$ cat config.mk
export PLATFORM = sky130hd
export DESIGN_NAME = mdhc_div
export DESIGN_NICKNAME = d
export VERILOG_FILES = /design/src/hw/rtl/mdhc_pkg.sv /design/src/hw/rtl/mdhc_div.sv
export SDC_FILE = /design/constraint.sdc
export NUM_CORES = 1
export LEC_CHECK = 0
export BUFFER_PORTS_ARGS = -buffer_cell sky130_fd_sc_hd__buf_2
export CORE_UTILIZATION = 53
export CTS_CLUSTER_DIAMETER = 200
export CTS_CLUSTER_SIZE = 10
export DETAILED_ROUTE_END_ITERATION = 10
export PLACE_DENSITY = 0.78
export REMOVE_ABC_BUFFERS = 1
export SYNTH_ARGS = -nofsm -noshare
export SYNTH_HDL_FRONTEND = slang
export SYNTH_SLANG_ARGS = --single-unit
$ cat constraint.sdc
create_clock -name aclk -period 3.35 [get_ports aclk]
set_input_delay 0.1675 -clock aclk [delete_from_list [all_inputs] [get_ports aclk]]
set_output_delay 0.1675 -clock aclk [all_outputs]
set_load 0.005 [all_outputs]
$ cat src/hw/rtl/mdhc_pkg.sv
package mdhc_pkg;

    localparam int MAX_DISPLAY = 64;
    localparam int MAX_SOURCE  = 4096;
    localparam int DISP_SHIFT  = $clog2(MAX_DISPLAY);

    localparam int SRC_W  = 13;
    localparam int POS_W  = 12;
    localparam int BIN_W  = 6;
    localparam int DISP_W = 7;
    localparam int IDX_W  = 2 * BIN_W;
    localparam int H_W    = 16;
    localparam int SUM_W  = 29;
    localparam int CNT_W  = 13;
    localparam int TOT_W  = 25;
    localparam int Q_W    = 30;
    localparam int P_W    = Q_W + CNT_W;
    localparam int N_W    = P_W + 10;
    localparam int COL_W  = 8;
    localparam int BIN_WORD_W = SUM_W + CNT_W;

    localparam int IN_DATA_W  = 32;
    localparam int OUT_DATA_W = 128;

    localparam logic [1:0] ST_OK         = 2'd0;
    localparam logic [1:0] ST_NOT_LOADED = 2'd1;
    localparam logic [1:0] ST_OUTSIDE    = 2'd2;

    localparam logic CFG_COLS = 1'b0;
    localparam logic CFG_ROWS = 1'b1;

    localparam logic [1:0] CH_RED   = 2'd0;
    localparam logic [1:0] CH_GREEN = 2'd1;
    localparam logic [1:0] CH_BLUE  = 2'd2;

    typedef logic [SRC_W-1:0] src_t;

    typedef struct packed {
        logic [POS_W-1:0] pos;
        logic [BIN_W-1:0] bin;
        logic             first;
        logic             last;
    } axis_stat_t;

    // Start of display bin k along an axis of source size s.
    function automatic logic [SRC_W-1:0] bin_bound(input logic [DISP_W-1:0] k,
                                                   input logic [SRC_W-1:0] s);
        logic [DISP_W+SRC_W-1:0] prod;
        prod = k * s;
        if (s > SRC_W'(MAX_DISPLAY)) begin
            bin_bound = SRC_W'(prod >> DISP_SHIFT);
        end else begin
            bin_bound = SRC_W'(k);
        end
    endfunction

    function automatic logic [SRC_W-1:0] clamp_src(input logic [SRC_W-1:0] v);
        if (v == '0) begin
            clamp_src = SRC_W'(1);
        end else if (v > SRC_W'(MAX_SOURCE)) begin
            clamp_src = SRC_W'(MAX_SOURCE);
        end else begin
            clamp_src = v;
        end
    endfunction

    function automatic logic [DISP_W-1:0] disp_dim(input logic [SRC_W-1:0] s);
        if (s < SRC_W'(MAX_DISPLAY)) begin
            disp_dim = DISP_W'(s);
        end else begin
            disp_dim = DISP_W'(MAX_DISPLAY);
        end
    endfunction

endpackage

$ cat src/hw/rtl/mdhc_div.sv
module mdhc_div (
    input  logic                       aclk,
    input  logic                       aresetn,
    input  logic                       start,
    input  logic [mdhc_pkg::N_W-1:0]   dividend,
    input  logic [mdhc_pkg::N_W-1:0]   divisor,
    output logic                       done,
    output logic [mdhc_pkg::COL_W-1:0] quotient
);
    import mdhc_pkg::*;

    localparam int STEP_W = $clog2(COL_W);

    logic [N_W-1:0]    rem_reg, rem_next;
    logic [N_W-1:0]    dv_reg, dv_next;
    logic [COL_W-1:0]  quo_reg, quo_next;
    logic [STEP_W-1:0] step_reg, step_next;
    logic              busy_reg, busy_next;
    logic              done_reg, done_next;

    assign done     = done_reg;
    assign quotient = quo_reg;

    // Restoring division, one quotient bit per cycle; the quotient never exceeds 8 bits.
    always_comb begin
        rem_next  = rem_reg;
        dv_next   = dv_reg;
        quo_next  = quo_reg;
        step_next = step_reg;
        busy_next = busy_reg;
        done_next = 1'b0;
        if (start) begin
            rem_next  = dividend;
            dv_next   = divisor << (COL_W - 1);
            quo_next  = '0;
            step_next = '0;
            busy_next = 1'b1;
        end else if (busy_reg) begin
            if (rem_reg >= dv_reg) begin
                rem_next = rem_reg - dv_reg;
                quo_next = {quo_reg[COL_W-2:0], 1'b1};
            end else begin
                quo_next = {quo_reg[COL_W-2:0], 1'b0};
            end
            dv_next   = dv_reg >> 1;
            step_next = step_reg + STEP_W'(1);
            if (step_reg == STEP_W'(COL_W - 1)) begin
                busy_next = 1'b0;
                done_next = 1'b1;
            end
        end
    end

    always_ff @(posedge aclk) begin
        if (!aresetn) begin
            busy_reg <= 1'b0;
            done_reg <= 1'b0;
            step_reg <= '0;
        end else begin
            busy_reg <= busy_next;
            done_reg <= done_next;
            step_reg <= step_next;
        end
        rem_reg <= rem_next;
        dv_reg  <= dv_next;
        quo_reg <= quo_next;
    end
endmodule
After elaboration in Yosys (flattened, before gate mapping). Cells that the tools add are included. W data, S select, Z words.

Logic and storage cells: 28. Input bits: 109. Output and inout port bits: 9. Register bits after elaboration: 119.

Equal/unequal tests: 1. Multiplexer cells: 10. $add $sub $neg: 2. Reduce and logical (&&, ||, !) cells: 5. Bitwise gates (word level): 2. Order comparisons: 1.

Operator list (count): $mux W53 (5); $ge A53 B53 Y1 (1); $sub A53 B53 Y53 (1); $mux W1 (5); $reduce_bool A2 Y1 (2); $add A3 B1 Y3 const B (1); $eq A3 B3 Y1 const B (1); $reduce_or A3 Y1 (1); $not A1 Y1 (2); $reduce_and A2 Y1 (1); $reduce_or A2 Y1 (1).

Depth between registers and ports, before layout.
Depth after elaboration: 4. Mapped depth: 11. Mapped depth without buffers: 11.

Worst setup path before layout. OpenSTA, ideal clock, no wires.

Kind: flip-flop to flip-flop. Start: register rem_reg[27]. End: register rem_reg[0] (enable). Cell stages (with the launch flop): 11. Setup time: 0.410 ns. Clock period less this slack: 3.665 ns. Buffers on the path: 1. Arrival time: 3.256 ns. Slack: -0.315 ns. Data required time: 2.940 ns. Cells stage by stage: edfxtp_1 -> ha_1 -> buf_2 -> nand2_1 -> or4_4 -> nor3_2 -> o21ai_2 -> a31oi_4 -> o211ai_4 -> a21oi_1 -> a211o_1.

Longest elaborated chain between the ends: 3.

RTL lines: start: declaration (line mdhc_div.sv:14) `logic [N_W-1:0] rem_reg, rem_next;`; start signal: assignment (line mdhc_div.sv:64) `rem_reg <= rem_next;`; $ge A53 B53 Y1 (line mdhc_div.sv:39) `if (rem_reg >= dv_reg) begin`; $reduce_bool A2 Y1 (no source line); $reduce_and A2 Y1 (no source line).

Every way passes these cells. A chain may end at the register's enable or synchronous reset.

Final worst setup path.
Start: register dv_reg[24]. End: register rem_reg[22] (enable).

Longest elaborated chain between the ends: 3.

RTL lines: start: declaration (line mdhc_div.sv:15) `logic [N_W-1:0] dv_reg, dv_next;`; start signal: assignment (line mdhc_div.sv:65) `dv_reg <= dv_next;`; $ge A53 B53 Y1 (line mdhc_div.sv:39); $reduce_bool A2 Y1 (no source line); $reduce_and A2 Y1 (no source line).

Every way passes these cells.

==> flow_metrics.tcl <==
set metrics [dict create \
    diodes 0 \
    grt_pass1_vias 6814 \
    critPathLaunch "dv_reg[24]" \
    crit_family "compound AO/OA/AOI/OAI gates" \
    drt_iter0_markers 695 \
    post-cts-setup-buffer-count 0 \
    drt_first_pass_iters 6 \
    pwr-share-clk_pct 28.2 \
    synth_cells 943 \
    cts_buffers 17 \
    synthArstFlopShare_pct 0 \
    max_slew_margin_pct 44.1 \
    ys_types 85 \
    drive_gt1_share_pct 17.9 \
    start_util_pct 53.9 \
    fin_ws_ns 0.165 \
    routed_wl_mm 20.9 \
    core_um2 15800 \
    die_area_um2 16600 \
    grt_pass1_wl_mm 34.1 \
    root_buffer "clkbuf_16" \
    grt_usage_pct 26.4 \
    h-tree-depth 4 \
    tightestPinTransition_ns 0.838 \
    cts_resized 0 \
    dp_slack_ns 0.236 \
    yosysSeqAreaShare_pct 39.5 \
    status "finished, final reports clean" \
    reg2reg_slack_ns 0.17 \
    r2r-start "dv_reg[24]" \
    antenna_found_initial 0 \
    max_cap_viol_count 0 \
    min_period_over_period_pct 95.1 \
    clock_latency_ns 0.43 \
    required_ns 3.51 \
    synth.avg_cell_area_um2 9.05 \
    die_x_um 129 \
    cts_tree "done" \
    nNetsFinal 1195 \
    ir_drop_mv 0.446 \
    worstHoldPathType "in2reg" \
    r2r-end "rem_reg[22]" \
    path_clk_slew_ns 0.06 \
    fin_skew_ns 0.0149 \
    cp.arrival_ns 3.35 \
    cp_max_fo 34 \
    seqCellArea_um2 3370 \
    fmax_ghz 0.314 \
    p_sw_w 0.00253 \
    leakage_nw 4.14 \
    p_sw_share_pct 36.8 \
    crit_path_start_kind "register" \
    fp-row-count 46 \
    drcViolationCount 0 \
    reg2reg_depth 11 \
    ios 118 \
    path_cells "inv_1 > ha_1 > a21o_1 > o21bai_1 > a221o_1 > a21oi_2 > a31oi_4 > o211ai_4 > a21oi_1 > a211o_2 > buf_12" \
    p_int_w 0.00436 \
    critPathCapture "rem_reg[22]" \
    yosysWarningCount 0 \
    cp-end-kind "register" \
    port-buffer-count 110 \
    die_h_um 129 \
    cp_slowest_stage_delay_ns 0.37 \
    avgRoutedWirePerCell_um 16.6 \
    gp_congestion 0.886 \
    grt_max_degree 107 \
    area_growth_pct 14.7 \
    multi_input_area_um2 4600 \
    p_seq_share_pct 29.6 \
    finalHoldViolCount 0 \
    cp.depth 11 \
    ys_ff_latch 119 \
    synth-edff-count 99 \
    overflow 0 \
    cts_num_sinks 119 \
    finalCriticalPeriod_ns 3.18 \
    comb_power_share_pct 42.2 \
    synth_area_um2 8530 \
    vias_per_cell 5.80 \
    setup_viol_count_final 0 \
    vias 7303 \
    ant_nets 0 \
    crit_slowest_cell "ha_1" \
    cp_num_buf_inv 2 \
    dpl.hpwl_mm 14.6 \
    finalPower_w 0.00689 \
    hold_buffers 0 \
    critPathKind "reg2reg" \
    rsz0062_at_grt "no" \
    cts_max_path_buffers 2 \
    fillers 1363 \
    ys.flop_type "edfxtp_1" \
    slew_violations 0 \
    power.density_nw_per_um2 704 \
]
[layout by cell type, fill, tap and decap left out, types with 4 or more instances in the layout]
cell type	count
a211oi_1	5
a21o_1	26
a21oi_1	58
a21oi_2	4
a22o_1	25
a311oi_1	5
a31oi_1	13
and3_1	11
and4_1	4
buf_2	109
buf_4	11
bufinv_16	4
clkbuf_16	17
clkinv_2	4
dfxtp_1	19
edfxtp_1	99
ha_1	55
inv_1	68
mux2i_1	21
nand2_1	138
nand2b_1	5
nand3_1	18
nand4_1	17
nor2_1	59
nor2b_1	4
nor3_1	16
nor4_1	4
o211ai_1	4
o21a_1	4
o21ai_0	68
o21ai_1	15
o21bai_1	12
o31ai_1	4
or2_2	6
xnor2_1	18
xor2_1	17
[power groups by stage]
stage          combinational (W)  clock [W]  sequential (W)
2_1_floorplan            0.00215          0         0.00205
3_3_place_gp             0.00278          0         0.00205
3_5_place_dp             0.00283          0         0.00207
4_1_cts                  0.00286    0.00197         0.00204
5_1_grt                  0.00324    0.00203         0.00206
6_report                 0.00291    0.00195         0.00204
[cell usage after synthesis, types with 5 or more instances]
library cell	count	share of area (%)
edfxtp_1	99	35
o21bai_1	12	1.1
or2_2	6	0.44
nand3_1	18	1.1
nor2b_1	5	0.37
dfxtp_1	20	4.7
inv_1	68	3.0
nand4_1	17	1.2
o21ai_1	15	0.88
o21ai_0	68	4.0
a21oi_1	58	3.4
mux2i_1	21	2.5
and3_1	11	0.81
clkbuf_1	29	1.3
nand2_1	138	6.1
nor2_1	59	2.6
a211oi_1	5	0.44
xor2_1	17	1.7
a22o_1	25	2.6
ha_1	55	8.1
a311oi_1	5	0.51
xnor2_1	18	1.8
a31oi_1	13	0.95
a21o_1	26	2.3
buf_2	7	0.41
clkbuf_8	5	0.81
nor3_1	16	0.94
nand2b_1	5	0.37
[worst register-to-register path, cell delays in order, from the launching register on]
cell      delay (ns)
edfxtp_1        0.35
inv_1           0.05
ha_1            0.37
a21o_1          0.23
o21bai_1        0.17
a221o_1         0.33
a21oi_2         0.27
a31oi_4         0.16
o211ai_4        0.31
a21oi_1         0.11
a211o_2         0.36
buf_12          0.19
[layer usage]
metal | routed length (µm) | track usage (%) | vias to the layer above
li1 | - | - | 3604
met1 | 9540 | 36.0 | 3384
met2 | 9490 | 41.5 | 272
met3 | 1390 | 5.86 | 43
met4 | 481 | 9.34 | 0
met5 | 0 | 0 | -
[stage by stage]
step	util, %	hold WS (ns)	cell area [µm²]	setup TNS, ns	cells
floorplan	-	0.240	8230	-15.68	889
global placement	58.0	0.445	9170	0	1227
detailed placement	58.0	0.451	9170	0	1227
CTS	61.8	0.0110	9790	0	1259
global route	61.8	0.00966	9790	0	1259
finish	61.8	0.0216	9790	0	1259
[layout make-up]
| class | instances | area share, % |
|---|---|---|
| clock inverters | 10 | 1.55 |
| multi-input cells | 702 | 47.0 |
| clock buffers | 22 | 4.74 |
| repair buffers | 122 | 6.83 |
| inverters | 68 | 2.61 |
| flip-flops and latches | 119 | 34.5 |
| well taps | 216 | 2.76 |
[logic make-up after synthesis]
| kind of cell | synth area share (%) |
|---|---|
| simple gates | 16.6 |
| compound gates | 22.7 |
| buf+inv | 6.57 |
| flops | 39.5 |
| fa+ha+maj | 8.30 |
| xor+xnor | 3.59 |
| mux | 2.73 |
[worst min path at each step]
stage / start / end / slack (ns) / depth (start not counted)
after global placement: divisor[34] / dv_reg[41] / 0.45 / 3
final: divisor[36] / dv_reg[43] / 0.02 / 3
after global routing: divisor[36] / dv_reg[43] / 0.01 / 3
after floorplan: start / dv_reg[0] / 0.24 / 1
after detailed placement: divisor[42] / dv_reg[49] / 0.45 / 3
after CTS: divisor[40] / dv_reg[47] / 0.01 / 3
Power figures use the tool's default switching activity.
