`src/hw/rtl/mdhc_pkg.sv`:
```
package mdhc_pkg;

    localparam int MAX_DISPLAY = 64;
    localparam int MAX_SOURCE  = 4096;
    localparam int DISP_SHIFT  = $clog2(MAX_DISPLAY);

    localparam int SRC_W  = 13;
    localparam int POS_W  = 12;
    localparam int BIN_W  = 6;
    localparam int DISP_W = 7;
    localparam int IDX_W  = 2 * BIN_W;
    localparam int H_W    = 16;
    localparam int SUM_W  = 29;
    localparam int CNT_W  = 13;
    localparam int TOT_W  = 25;
    localparam int Q_W    = 30;
    localparam int P_W    = Q_W + CNT_W;
    localparam int N_W    = P_W + 10;
    localparam int COL_W  = 8;
    localparam int BIN_WORD_W = SUM_W + CNT_W;

    localparam int IN_DATA_W  = 32;
    localparam int OUT_DATA_W = 128;

    localparam logic [1:0] ST_OK         = 2'd0;
    localparam logic [1:0] ST_NOT_LOADED = 2'd1;
    localparam logic [1:0] ST_OUTSIDE    = 2'd2;

    localparam logic CFG_COLS = 1'b0;
    localparam logic CFG_ROWS = 1'b1;

    localparam logic [1:0] CH_RED   = 2'd0;
    localparam logic [1:0] CH_GREEN = 2'd1;
    localparam logic [1:0] CH_BLUE  = 2'd2;

    typedef logic [SRC_W-1:0] src_t;

    typedef struct packed {
        logic [POS_W-1:0] pos;
        logic [BIN_W-1:0] bin;
        logic             first;
        logic             last;
    } axis_stat_t;

    // Start of display bin k along an axis of source size s.
    function automatic logic [SRC_W-1:0] bin_bound(input logic [DISP_W-1:0] k,
                                                   input logic [SRC_W-1:0] s);
        logic [DISP_W+SRC_W-1:0] prod;
        prod = k * s;
        if (s > SRC_W'(MAX_DISPLAY)) begin
            bin_bound = SRC_W'(prod >> DISP_SHIFT);
        end else begin
            bin_bound = SRC_W'(k);
        end
    endfunction

    function automatic logic [SRC_W-1:0] clamp_src(input logic [SRC_W-1:0] v);
        if (v == '0) begin
            clamp_src = SRC_W'(1);
        end else if (v > SRC_W'(MAX_SOURCE)) begin
            clamp_src = SRC_W'(MAX_SOURCE);
        end else begin
            clamp_src = v;
        end
    endfunction

    function automatic logic [DISP_W-1:0] disp_dim(input logic [SRC_W-1:0] s);
        if (s < SRC_W'(MAX_DISPLAY)) begin
            disp_dim = DISP_W'(s);
        end else begin
            disp_dim = DISP_W'(MAX_DISPLAY);
        end
    endfunction

endpackage

```
`src/hw/rtl/mdhc_axis.sv`:
```
module mdhc_axis (
    input  logic                   aclk,
    input  logic                   aresetn,
    input  mdhc_pkg::src_t         src_size,
    input  logic                   clear,
    input  logic                   step,
    output mdhc_pkg::axis_stat_t   stat
);
    import mdhc_pkg::*;

    logic [POS_W-1:0] pos_reg, pos_next;
    logic [BIN_W-1:0] bin_reg, bin_next;
    logic [SRC_W-1:0] pos_inc;
    logic [SRC_W-1:0] next_bound;

    assign pos_inc    = SRC_W'(pos_reg) + SRC_W'(1);
    assign next_bound = bin_bound(DISP_W'(bin_reg) + DISP_W'(1), src_size);

    assign stat.pos   = pos_reg;
    assign stat.bin   = bin_reg;
    assign stat.first = SRC_W'(pos_reg) == bin_bound(DISP_W'(bin_reg), src_size);
    assign stat.last  = pos_inc >= src_size;

    always_comb begin
        pos_next = pos_reg;
        bin_next = bin_reg;
        if (clear) begin
            pos_next = '0;
            bin_next = '0;
        end else if (step) begin
            if (stat.last) begin
                pos_next = '0;
                bin_next = '0;
            end else begin
                pos_next = pos_inc[POS_W-1:0];
                // Crossing into the next bin happens when the position reaches its start.
                if (pos_inc == next_bound) begin
                    bin_next = bin_reg + BIN_W'(1);
                end
            end
        end
    end

    always_ff @(posedge aclk) begin
        if (!aresetn) begin
            pos_reg <= '0;
            bin_reg <= '0;
        end else begin
            pos_reg <= pos_next;
            bin_reg <= bin_next;
        end
    end
endmodule

```
`config.mk`:
```
export PLATFORM = sky130hd
export DESIGN_NAME = mdhc_axis
export DESIGN_NICKNAME = d
export VERILOG_FILES = /design/src/hw/rtl/mdhc_pkg.sv /design/src/hw/rtl/mdhc_axis.sv
export SDC_FILE = /design/constraint.sdc
export NUM_CORES = 1
export LEC_CHECK = 0
export ABC_AREA = 1
export CORE_AREA = 8 8 125 127
export CTS_CLUSTER_SIZE = 20
export DETAILED_ROUTE_END_ITERATION = 8
export DIE_AREA = 0 0 133 135
export DONT_BUFFER_PORTS = 1
export PLACE_DENSITY = 0.81
export SLEW_MARGIN = 15
export SYNTH_ARGS = -nofsm -noshare
export SYNTH_HDL_FRONTEND = slang
export SYNTH_SLANG_ARGS = --single-unit
```
`constraint.sdc`:
```
create_clock -name aclk -period 10.1 [get_ports aclk]
set_input_delay 1.01 -clock aclk [delete_from_list [all_inputs] [get_ports aclk]]
set_output_delay 1.01 -clock aclk [all_outputs]
set_load 0.01 [all_outputs]
```
---- Yosys cells after proc, flatten, opt, wreduce, memory -nomap -nowiden ----
Cells that the tools add are included.
word-level totals
  register bits after elaboration ......... 18
  input bits .............................. 17
cells by class
  add/sub/neg operators ................... 3
  multipliers ............................. 2
  magnitude comparators ................... 2
  eq/ne operators ......................... 2
  muxes and demuxes ....................... 5
  bitwise logic cells ..................... 1
  reduce and logical (&&, ||, !) cells .... 3
operators with widths
  operator               count
  $mux 13                2
  $mul 6x13->19          1
  $mul 7x13->19          1
  $add 12x1->13 const B  1
  $eq 12x13->1           1
  $eq 13x13->1           1
  $ge 13x13->1           1
  $gt 13x7->1 const B    1
  $mux 12                1
  $mux 6                 2
  $add 6x1->7 const B    1
  $add 6x1->6 const B    1
  $reduce_and 2->1       1
  $reduce_bool 2->1      1
  $reduce_or 2->1        1
  $not 1->1              1

---- Logic depth before layout (Yosys ltp) ----
Gate-level depths: netlist of run 1.
  word-level depth ........................ 6
  depth in mapped cells ................... 35
  gate-level depth less buffers ........... 35

---- Worst setup path before layout of run 1 ----
No wires, ideal clock.
  path kind ............................... input port to output port
  from .................................... input src_size[2]
  to ...................................... output stat[1] (netlist name)
  arrival time ............................ 4630 ps
  required time ........................... 9090 ps
  path slack .............................. 4460 ps
  stages .................................. 23
  path buffers ............................ 1
  cell sequence ........................... clkbuf_1 -> nand2_1 -> inv_1 -> fa_1 -> inv_1 -> fa_1 -> fa_1 -> inv_1 -> ha_1 -> inv_1 -> o21bai_1 -> nor2_1 -> nand2_1 -> nand2_1 -> nand2_2 -> a21oi_1 -> inv_1 -> or2_2 -> nand4_1 -> nand2_1 -> nor2_1 -> nand3_1 -> nor2_1
RTL lines
  what         RTL line        source
  from (decl)  mdhc_axis.sv:4  input mdhc_pkg::src_t src_size,
  to (decl)    mdhc_axis.sv:7  output mdhc_pkg::axis_stat_t stat

---- Final worst setup path of run 1 ----
  from .................................... register bin_reg[1]
  to ...................................... register bin_reg[5]
on the way
  word-level cells in the longest chain between the ends .. 6
  elaborated cells between the ends (all ways) .. 9
  those cells by class .................... add/sub: 2; mul: 1; eq/ne: 1; mux: 3; reduce/logical: 2
ends and longest elaborated chain
  what                                RTL line         source
  from (decl)                         mdhc_axis.sv:12  logic [BIN_W-1:0] bin_reg, bin_next;
  from (signal assigned)              mdhc_axis.sv:50  bin_reg <= bin_next;
  $add 6x1->7                         mdhc_axis.sv:17  assign next_bound = bin_bound(DISP_W'(bin_reg) + DISP_W'(1), src_size);
  $mul 7x13->19                       mdhc_pkg.sv:49   prod = k * s;
  $mux 13                             mdhc_pkg.sv:50   if (s > SRC_W'(MAX_DISPLAY)) begin
  $eq 13x13->1                        mdhc_axis.sv:37  if (pos_inc == next_bound) begin
  $reduce_bool 2->1 (no source line)  --
  $reduce_and 2->1 (no source line)   --
Parallel ways exist; a longest one is shown, timed or not. The select of a mux whose other input is x is not followed.
A chain may end at the register's enable or synchronous reset.

==> implementation parameters, run 1 <==
Parameter                              Value

Timing
  Maximum clock frequency ... roughly 0.15 GHz
  Min cycle time layout ... 6.54 ns
  Max-slew violation total from the final report ... 0
  Period utilisation layout ... 0.648
  Setup TNS after final layout ... 0 ns
  Slew at the pin with the worst max-slew slack ... ~1.1 ns
  Post-route worst setup slack ... ~3.6 ns
  Worst clock skew ... between 0.002 and 0.003 ns
  Final setup violation count ... 0
  Hold violation total from the final report ... 0
  Setup repair after global routing missed its margin ... false
  Worst slew margin relative to its limit ... 0.235

Setup path
  Data required time at the worst endpoint ... 10.22 ns
  Critical Path Fanout Max ... 18
  Critical Path AT ... about 6.7 ns
  Reg2reg setup slack ... about 3.6 ns
  Longest individual stage delay on the worst path ... ~0.83 ns
  Most common cell type on the critical path ... sky130_fd_sc_hd__nand2_1
  Critical Path Sink Type ... flip-flop
  Setup crit start kind ... flip-flop
  Max stage delay cell, worst path ... sky130_fd_sc_hd__dfxtp_1
  Crit path kind ... flip-flop to flip-flop

Pwr
  IR Drop Worst-Case VDD ... ~0.000072 V
  Clock group share of total power ... 0.441
  Power per standard cell area ... 25.9 nW/um2
  Net switching share of the total power ... 0.283
  Internal power component ... ~140 uW
  Static power due to leakage ... roughly 0.0044 uW
  Sequential fraction of design power ... 0.363
  Switching pwr ... around 56 uW
  Portion of total power attributed to combinational logic ... 0.196

Clock tree
  CTS H-tree depth ... 1
  Clock Path Buffers ... 2
  Clk Latency, worst-skew pair ... about 0.25 ns
  Resized Gates After CTS ... 0
  Hold buffer count at CTS ... 0
  Clock-pin slew on the worst setup and hold paths ... 0.05 ns
  Number of setup buffers added after CTS ... 0
  TritonCTS clock tree ... done
  Num CTS Buffers ... 3
  Total number of clock tree sinks ... 18
  Clk Tree Root Cell ... sky130_fd_sc_hd__clkbuf_16

Global route
  Global routing's busiest layer ... met2
  Global routing usage on met3 ... 0.0565
  Wire length of the first global-routing pass ... about 34 mm
  Number of antenna violations at the first check in global routing ... 0
  Global routing met1 resource utilization ... 0.313
  Overall routing resource usage ... 0.228
  Global-route met2 utilization ... 0.349
  Vias in the first global route ... 6,721
  Remaining global-route overflow ... 0
  Pin count of the biggest net entering global routing ... 43

Synthesis
  Distinct cell type count of the synthesized netlist ... between 40 and 50
  Number of nets in the synthesized netlist ... 1,374
  Synth Area per Inst ... 6.38 um2
  Leading area contributor after synthesis ... sky130_fd_sc_hd__fa_1
  Yosys top cell area share ... 0.254
  Cell types occupying the most area after synthesis ... sky130_fd_sc_hd__fa_1 (25%), sky130_fd_sc_hd__nand2_1 (17%), sky130_fd_sc_hd__inv_1 (13%)
  Syn Inst Count ... 1,188
  Sequential fraction of the synthesis area ... 0.0476
  Post-synthesis instance area ... about 7600 um2
  Total number of yosys warnings ... 0
  Register bit count reported by yosys ... 18

Floorplan
  Effective utilization at floorplan ... 0.556
  Area of the die ... 18,000 um2
  Chip Height ... 135 um
  Number of core rows ... between 40 and 50
  Floorplan Core Area ... around 14,000 um2
  Overall die width ... 133 um
  I/O pins ... 37

Finish
  Antenna diodes ... 0
  Area used by multi-input combinational logic ... approximately 5900 um2
  Sequential Area ... about 360 um2
  Max FFs per register ... 12
  Area growth syn-to-layout ... 1.75%
  Share of final-layout standard cells stronger than drive strength 1 ... 0.0466
  Post-layout nets ... roughly 1,300
  Fill cell total of the finished layout ... 1,309
  Final cell count without fillers ... 1,339

Detailed routing
  Detailed-route wire length ... 20.3 mm
  Number of design rule violations left after detail routing ... 0
  Number of violations reported at the end of detailed-routing iteration 0 ... just under 800
  Number of detailed-route iterations in the first pass ... 5
  Via count normalized by instance count ... between 5 and 6
  Via count ... ~7,300
  Final routed wire length divided by cell count ... 15.2 um
  ANT nets after route ... 0

Place
  Detailed-placement wirelength estimate ... between 15 and 20 mm
  Port bufs ... 0
  Placed cells ... 1,335
  Worst slack at placement ... ~3.7 ns
  Weighted congestion reported at the end of routability-driven placement ... 0.933

Flow run
  Maximum Capacitance Violations ... 0

Run status
  Result of the run ... complete, no violations

Hold path
  Classification of the worst-slack hold path ... flip-flop to flip-flop
## Yosys cell counts, drive strengths merged
master	n
nor3	9
buf	24
nand3b	4
nand2	349
a21oi	56
xor2	17
clkbuf	11
nor4	4
clkinv	6
and2	1
xnor2	1
ha	73
dfxtp	18
or2	7
a211oi	2
o21a	1
o21bai	1
nor2	104
fa	96
a21o	1
nand3	72
o31ai	1
nand4	25
o21ai	25
o22ai	1
inv	278
a21boi	1
## final cells by class
cell class,instances,share of cell area
Tap cell,180,0.0292
Multi-Input combinational cell,851,0.772
Inverter,284,0.139
Clock buffer,4,0.0115
Timing Repair Buffer,2,0.00195
Sequential cell,18,0.0468
## final timing paths
| path | from | end | cells after the start |
|---|---|---|---|
| setup / recovery | bin_reg[1] | bin_reg[5] | 32 |
| setup reg to reg | bin_reg[1] | bin_reg[5] | 32 |
| hold reg to reg | pos_reg[11] | pos_reg[11] | 2 |
| hold / removal | pos_reg[11] | pos_reg[11] | 2 |
## power by group through the flow
stage	clock network, uW	logic [uW]	registers [uW]
2_1_floorplan	0	36.3	73.4
6_report	88.0	39.2	72.3
4_1_cts	88.0	38.3	72.3
5_1_grt	90.9	44.3	72.3
3_5_place_dp	0	38.2	73.8
3_3_place_gp	0	37.5	73.8
## worst max-delay path: cells and delay by family, from the launching register on
family / cells / cell delay, ns
simple gates: 19 / 2.01
flops: 1 / 0.83
fa+ha+maj: 6 / 2.71
buf+inv: 5 / 0.50
compound gates: 2 / 0.37
## cells by family after synthesis
group                      after synthesis  share of synthesized area
AOI/OAI and AO/OA                       89                     0.0618
xor gates and xnor gates                18                     0.0208
adders and majority gates              169                      0.374
DFF                                     18                     0.0476
buffers and inverters                  319                      0.167
and+or+nand+nor                        575                      0.328
## per-stage QoR
| step | total power (uW) | hold WS (ns) | area (um2) | util |
|---|---|---|---|---|
| after floorplan | 110 | 0.502 | 7570 | - |
| after global placement | 111 | 0.526 | 7620 | 0.560 |
| after detailed placement | 112 | 0.528 | 7620 | 0.560 |
| after CTS | 199 | 0.535 | 7710 | 0.566 |
| after global routing | 208 | 0.566 | 7710 | 0.566 |
| final | 199 | 0.529 | 7710 | 0.566 |
## layout by cell type (no fill, tap or decap), drive strengths merged
cell type | netlist | final
ha | 73 | 73
dfxtp | 18 | 18
clkinv | 6 | 6
xnor2 | 1 | 1
nand3b | 4 | 4
nor2 | 104 | 104
o31ai | 1 | 1
a21oi | 56 | 56
o21a | 1 | 1
inv | 278 | 278
o22ai | 1 | 1
nand4 | 25 | 25
o21bai | 1 | 1
a21boi | 1 | 1
o21ai | 25 | 25
or2 | 7 | 7
nor4 | 4 | 4
nor3 | 9 | 9
nand3 | 72 | 72
clkbuf | 11 | 4
and2 | 1 | 1
a21o | 1 | 1
nand2 | 349 | 349
xor2 | 17 | 17
buf | 24 | 2
fa | 96 | 96
a211oi | 2 | 2
## metal layers
metal,up-vias,wire length (um)
met5,-,0
met4,0,543
met3,44,2310
met2,346,8770
met1,3380,8720
li1,3520,-
Power figures use the tool's default switching activity.
==> inputs of run 2 (changes only) <==
- ABC_AREA: 1 -> 0
- CORE_AREA: 8 8 125 127 -> 8 8 122 124
- DIE_AREA: 0 0 133 135 -> 0 0 130 132
- clock period: 10.1 -> 6.6 ns (I/O delays scaled with it)
==> run 2 against run 1 <==
Against the previous run: global-route usage up 0.67 points; total power up 52%; critical path depth down 11; routed wire length down 3.1%; clock-buffer cell count unchanged; non-clock buffer count up 17; setup slack worse by 3.3 ns; clock power up 53%; design area down 2.5%; register-to-register slack worse by 3.3 ns; die area down 4.4%; clock skew down 0.00055 ns.
==> implementation parameters, run 2 <==
Parameter                              Value

Timing
  Hold violation total from the final report ... 0
  Worst clock skew ... ~0.0021 ns
  Final worst hold slack ... around 0.56 ns
  Max-slew violation total from the final report ... 0
  Period utilisation layout ... 0.963
  Worst slew margin relative to its limit ... 0.170
  Slew at the pin with the worst max-slew slack ... about 1.2 ns
  Maximum clock frequency ... 0.157 GHz
  Min cycle time layout ... 6.36 ns
  Final setup violation count ... 0

Global route
  Global-route met2 utilization ... 0.372
  Remaining global-route overflow ... 0
  Pin count of the biggest net entering global routing ... 28
  Overall routing resource usage ... 0.235
  Global routing usage on met3 ... 0.0498
  Wire length of the first global-routing pass ... 32.5 mm
  Global routing's busiest layer ... met2
  Global routing met1 resource utilization ... 0.304
  Number of antenna violations at the first check in global routing ... 0
  Vias in the first global route ... 6,572

Detailed routing
  ANT nets after route ... 0
  Number of detailed-route iterations in the first pass ... 6
  Via count normalized by instance count ... between 6 and 7
  Number of design rule violations left after detail routing ... 0
  Via count ... roughly 6,500
  Detailed-route wire length ... 19.7 mm
  Final routed wire length divided by cell count ... 18.5 um
  Number of violations reported at the end of detailed-routing iteration 0 ... approximately 690

Finish
  Leading cell type in the layout, fill and taps excluded ... sky130_fd_sc_hd__inv_1
  Sequential Area ... 360 um2
  Area growth syn-to-layout ... 5.00%
  Antenna diodes ... 0
  Highest-count cells in the layout ignoring fill and taps ... sky130_fd_sc_hd__inv_1 (135), sky130_fd_sc_hd__fa_1 (96), sky130_fd_sc_hd__nand2_1 (83)
  Post-layout nets ... about 1,100
  Max FFs per register ... 12
  Share of final-layout standard cells stronger than drive strength 1 ... 0.0551
  Area used by multi-input combinational logic ... 6180 um2
  Fill cell total of the finished layout ... ~1,100
  Final cell count without fillers ... 1,065

Synthesis
  Mux share of post-synthesis cell area ... 0.00157
  Largest family of logic cells by synthesized area ... adder cells
  Asr flop ratio synth ... 0
  Cell with the most instances after synthesis ... sky130_fd_sc_hd__inv_1
  Register bit count reported by yosys ... 18
  Sequential fraction of the synthesis area ... 0.0504
  Number of nets in the synthesized netlist ... 1,097
  Synth Area per Inst ... around 7.9 um2
  Simple-Gate Fraction of Synth Area ... 0.249
  Post-synthesis instance area ... 7150 um2
  Adder and majority cell fraction of the synthesized area ... 0.396
  Cell types occupying the most area after synthesis ... sky130_fd_sc_hd__fa_1 (27%), sky130_fd_sc_hd__ha_1 (13%), sky130_fd_sc_hd__inv_1 (7.1%)
  Post-synthesis compound-gate area fraction ... 0.138
  Syn Inst Count ... 911
  Total number of yosys warnings ... 0
  Distinct cell type count of the synthesized netlist ... between 60 and 70
  Most instantiated flip-flop cell in the synthesis netlist ... sky130_fd_sc_hd__dfxtp_1
  Leading post-synthesis cells by instance count ... sky130_fd_sc_hd__inv_1 (135), sky130_fd_sc_hd__fa_1 (96), sky130_fd_sc_hd__nand2_1 (84)
  Yosys top cell area share ... 0.269
  Synthesized-area fraction occupied by xor and xnor cells ... 0.0673
  Leading area contributor after synthesis ... sky130_fd_sc_hd__fa_1
  Number of enable-type register cells in the synthesized netlist ... 0

Hold path
  Hold endpoint ... pos_reg[4]
  Classification of the worst-slack hold path ... input port to flip-flop
  Number of cells on the worst hold path ... 2
  Worst hold start ... step

Setup path
  Ordered cell list for the critical path ... nand3_4 -> nor2_2 -> xor2_2 -> buf_4 -> nand2_1 -> fa_1 -> fa_1 -> fa_1 -> inv_1 -> fa_1 -> ha_1 -> a211oi_1 -> nor2_1 -> o311ai_1 -> o21ai_0 -> o22ai_2 -> nand3_1 -> nor4_2 -> nand3_1 -> a2111oi_0 -> a21o_1
  Longest individual stage delay on the worst path ... roughly 0.56 ns
  Critical Path AT ... 6.56 ns
  Critical Path Fanout Max ... 10
  Crit path kind ... flip-flop to flip-flop
  Cells on worst reg2reg path ... 21
  Capturing point of the worst reg2reg path ... bin_reg[2]
  Max stage delay cell, worst path ... sky130_fd_sc_hd__fa_1
  Beginning of the worst register-to-register path ... bin_reg[2]
  Most common cell type on the critical path ... sky130_fd_sc_hd__fa_1
  Data required time at the worst endpoint ... 6.80 ns
  Reg2reg setup slack ... between 0.2 and 0.25 ns
  Setup crit start kind ... flip-flop
  Critical Path Sink Type ... flip-flop

Floorplan
  Effective utilization at floorplan ... 0.551
  Chip Height ... approximately 130 um
  Area of the die ... between 15,000 and 20,000 um2
  Floorplan Core Area ... 13,000 um2
  Overall die width ... 130 um
  Number of core rows ... 42
  I/O pins ... 37

Clock tree
  Clk Tree Root Cell ... sky130_fd_sc_hd__clkbuf_16
  Clk Latency, worst-skew pair ... roughly 0.25 ns
  Clock-pin slew on the worst setup and hold paths ... ~0.05 ns
  Total number of clock tree sinks ... 18
  Num CTS Buffers ... 3
  CTS H-tree depth ... 1
  TritonCTS clock tree ... done
  Hold buffer count at CTS ... 0
  Clock Path Buffers ... 2

Place
  Placed cells ... approximately 1,100
  Weighted congestion reported at the end of routability-driven placement ... between 0.9 and 1
  Port bufs ... 0
  Detailed-placement wirelength estimate ... about 16 mm

Pwr
  Net switching share of the total power ... 0.266
  IR Drop Worst-Case VDD ... 0.000168 V
  Internal power component ... 222 uW
  Clock group share of total power ... 0.448
  Portion of total power attributed to combinational logic ... 0.184
  Power per standard cell area ... 40.2 nW/um2
  Static power due to leakage ... between 0.003 and 0.004 uW
  Switching pwr ... 80.4 uW
  Sequential fraction of design power ... 0.367

Run status
  Result of the run ... complete, no violations

Flow run
  Maximum Capacitance Violations ... 0
run 2: cell types whose count changed after synthesis, sizes merged, moves of 11 or more:
cell | previous run | this run
nand3 | 72 | 30
a21oi | 56 | 41
nor3 | 9 | 37
nand2 | 349 | 84
clkbuf | 11 | 32
a21o | 1 | 13
nand4 | 25 | 9
xnor2 | 1 | 34
nand2b | 0 | 15
inv | 278 | 137
and2 | 1 | 78
nor2 | 104 | 49
buf | 24 | 13
run 2: worst max-delay path by stage:
| stage | end | cells after the start | start | slack [ns] |
|---|---|---|---|---|
| 3_5_place_dp | bin_reg[0] | 20 | bin_reg[3] | 0.12 |
| 3_3_place_gp | bin_reg[0] | 22 | bin_reg[0] | 0.26 |
| 5_1_grt | bin_reg[2] | 20 | bin_reg[3] | -0.09 |
| 6_report | bin_reg[2] | 21 | bin_reg[2] | 0.24 |
| 4_1_cts | stat[1] | 19 | bin_reg[0] | 0.04 |
| 2_1_floorplan | stat[1] | 18 | src_size[5] | 0.53 |
run 2: cells by family (layout without fill, tap and decap cells):
family          after synthesis  count (layout)
fa+ha+maj                   169             169
xor+xnor                     55              55
simple gates                339             339
compound gates              147             147
buf+inv                     182             160
mux                           1               1
flops                        18              18
run 2: cell type report:
| cell class | count | share of cell area |
|---|---|---|
| timing repair buffer | 19 | 0.0195 |
| clock buffer | 4 | 0.0118 |
| sequential | 18 | 0.0480 |
| tap | 176 | 0.0293 |
| inverter | 137 | 0.0685 |
| multi-input combinational | 711 | 0.823 |
run 2: power groups by stage:
stage | registers [uW] | logic [uW] | clock network (uW)
3_5_place_dp | 113 | 52.9 | 0
2_1_floorplan | 112 | 46.7 | 0
6_report | 111 | 55.7 | 135
5_1_grt | 111 | 61.4 | 140
3_3_place_gp | 113 | 51.6 | 0
4_1_cts | 111 | 53.1 | 135
run 2: critical path: cells and delay by family (launching register included):
| family | cells | cell delay [ns] |
|---|---|---|
| AO/OA/AOI/OAI | 6 | 1.60 |
| flip-flops | 1 | 0.41 |
| buffers and inverters | 2 | 0.27 |
| XOR/XNOR | 1 | 0.27 |
| adder cells (fa/ha/maj) | 5 | 2.47 |
| AND/OR/NAND/NOR | 7 | 1.27 |
run 2: per-stage QoR:
step / instance area (um2) / total power, uW / TNS [ns] / worst slack [ns] / util
3_3_place_gp: 7320 / 165 / 0 / 0.262 / 0.564
5_1_grt: 7510 / 312 / -0.312 / -0.0884 / 0.579
4_1_cts: 7410 / 299 / 0 / 0.0360 / 0.571
3_5_place_dp: 7320 / 166 / 0 / 0.118 / 0.564
6_report: 7510 / 302 / 0 / 0.241 / 0.579
2_1_floorplan: 7150 / 159 / 0 / 0.528 / -
run 2: metal layers:
| layer | vias up | wire length (um) |
|---|---|---|
| met3 | 64 | 2010 |
| met2 | 377 | 9070 |
| li1 | 2946 | - |
| met5 | - | 0 |
| met4 | 0 | 735 |
| met1 | 3124 | 7900 |
run 2: what timing repair did:
action                                  CTS  global route
buffers inserted                          0             1
resized for setup                         0            18
endpoints found under the hold margin     0             0
endpoints found under the setup margin    0             7
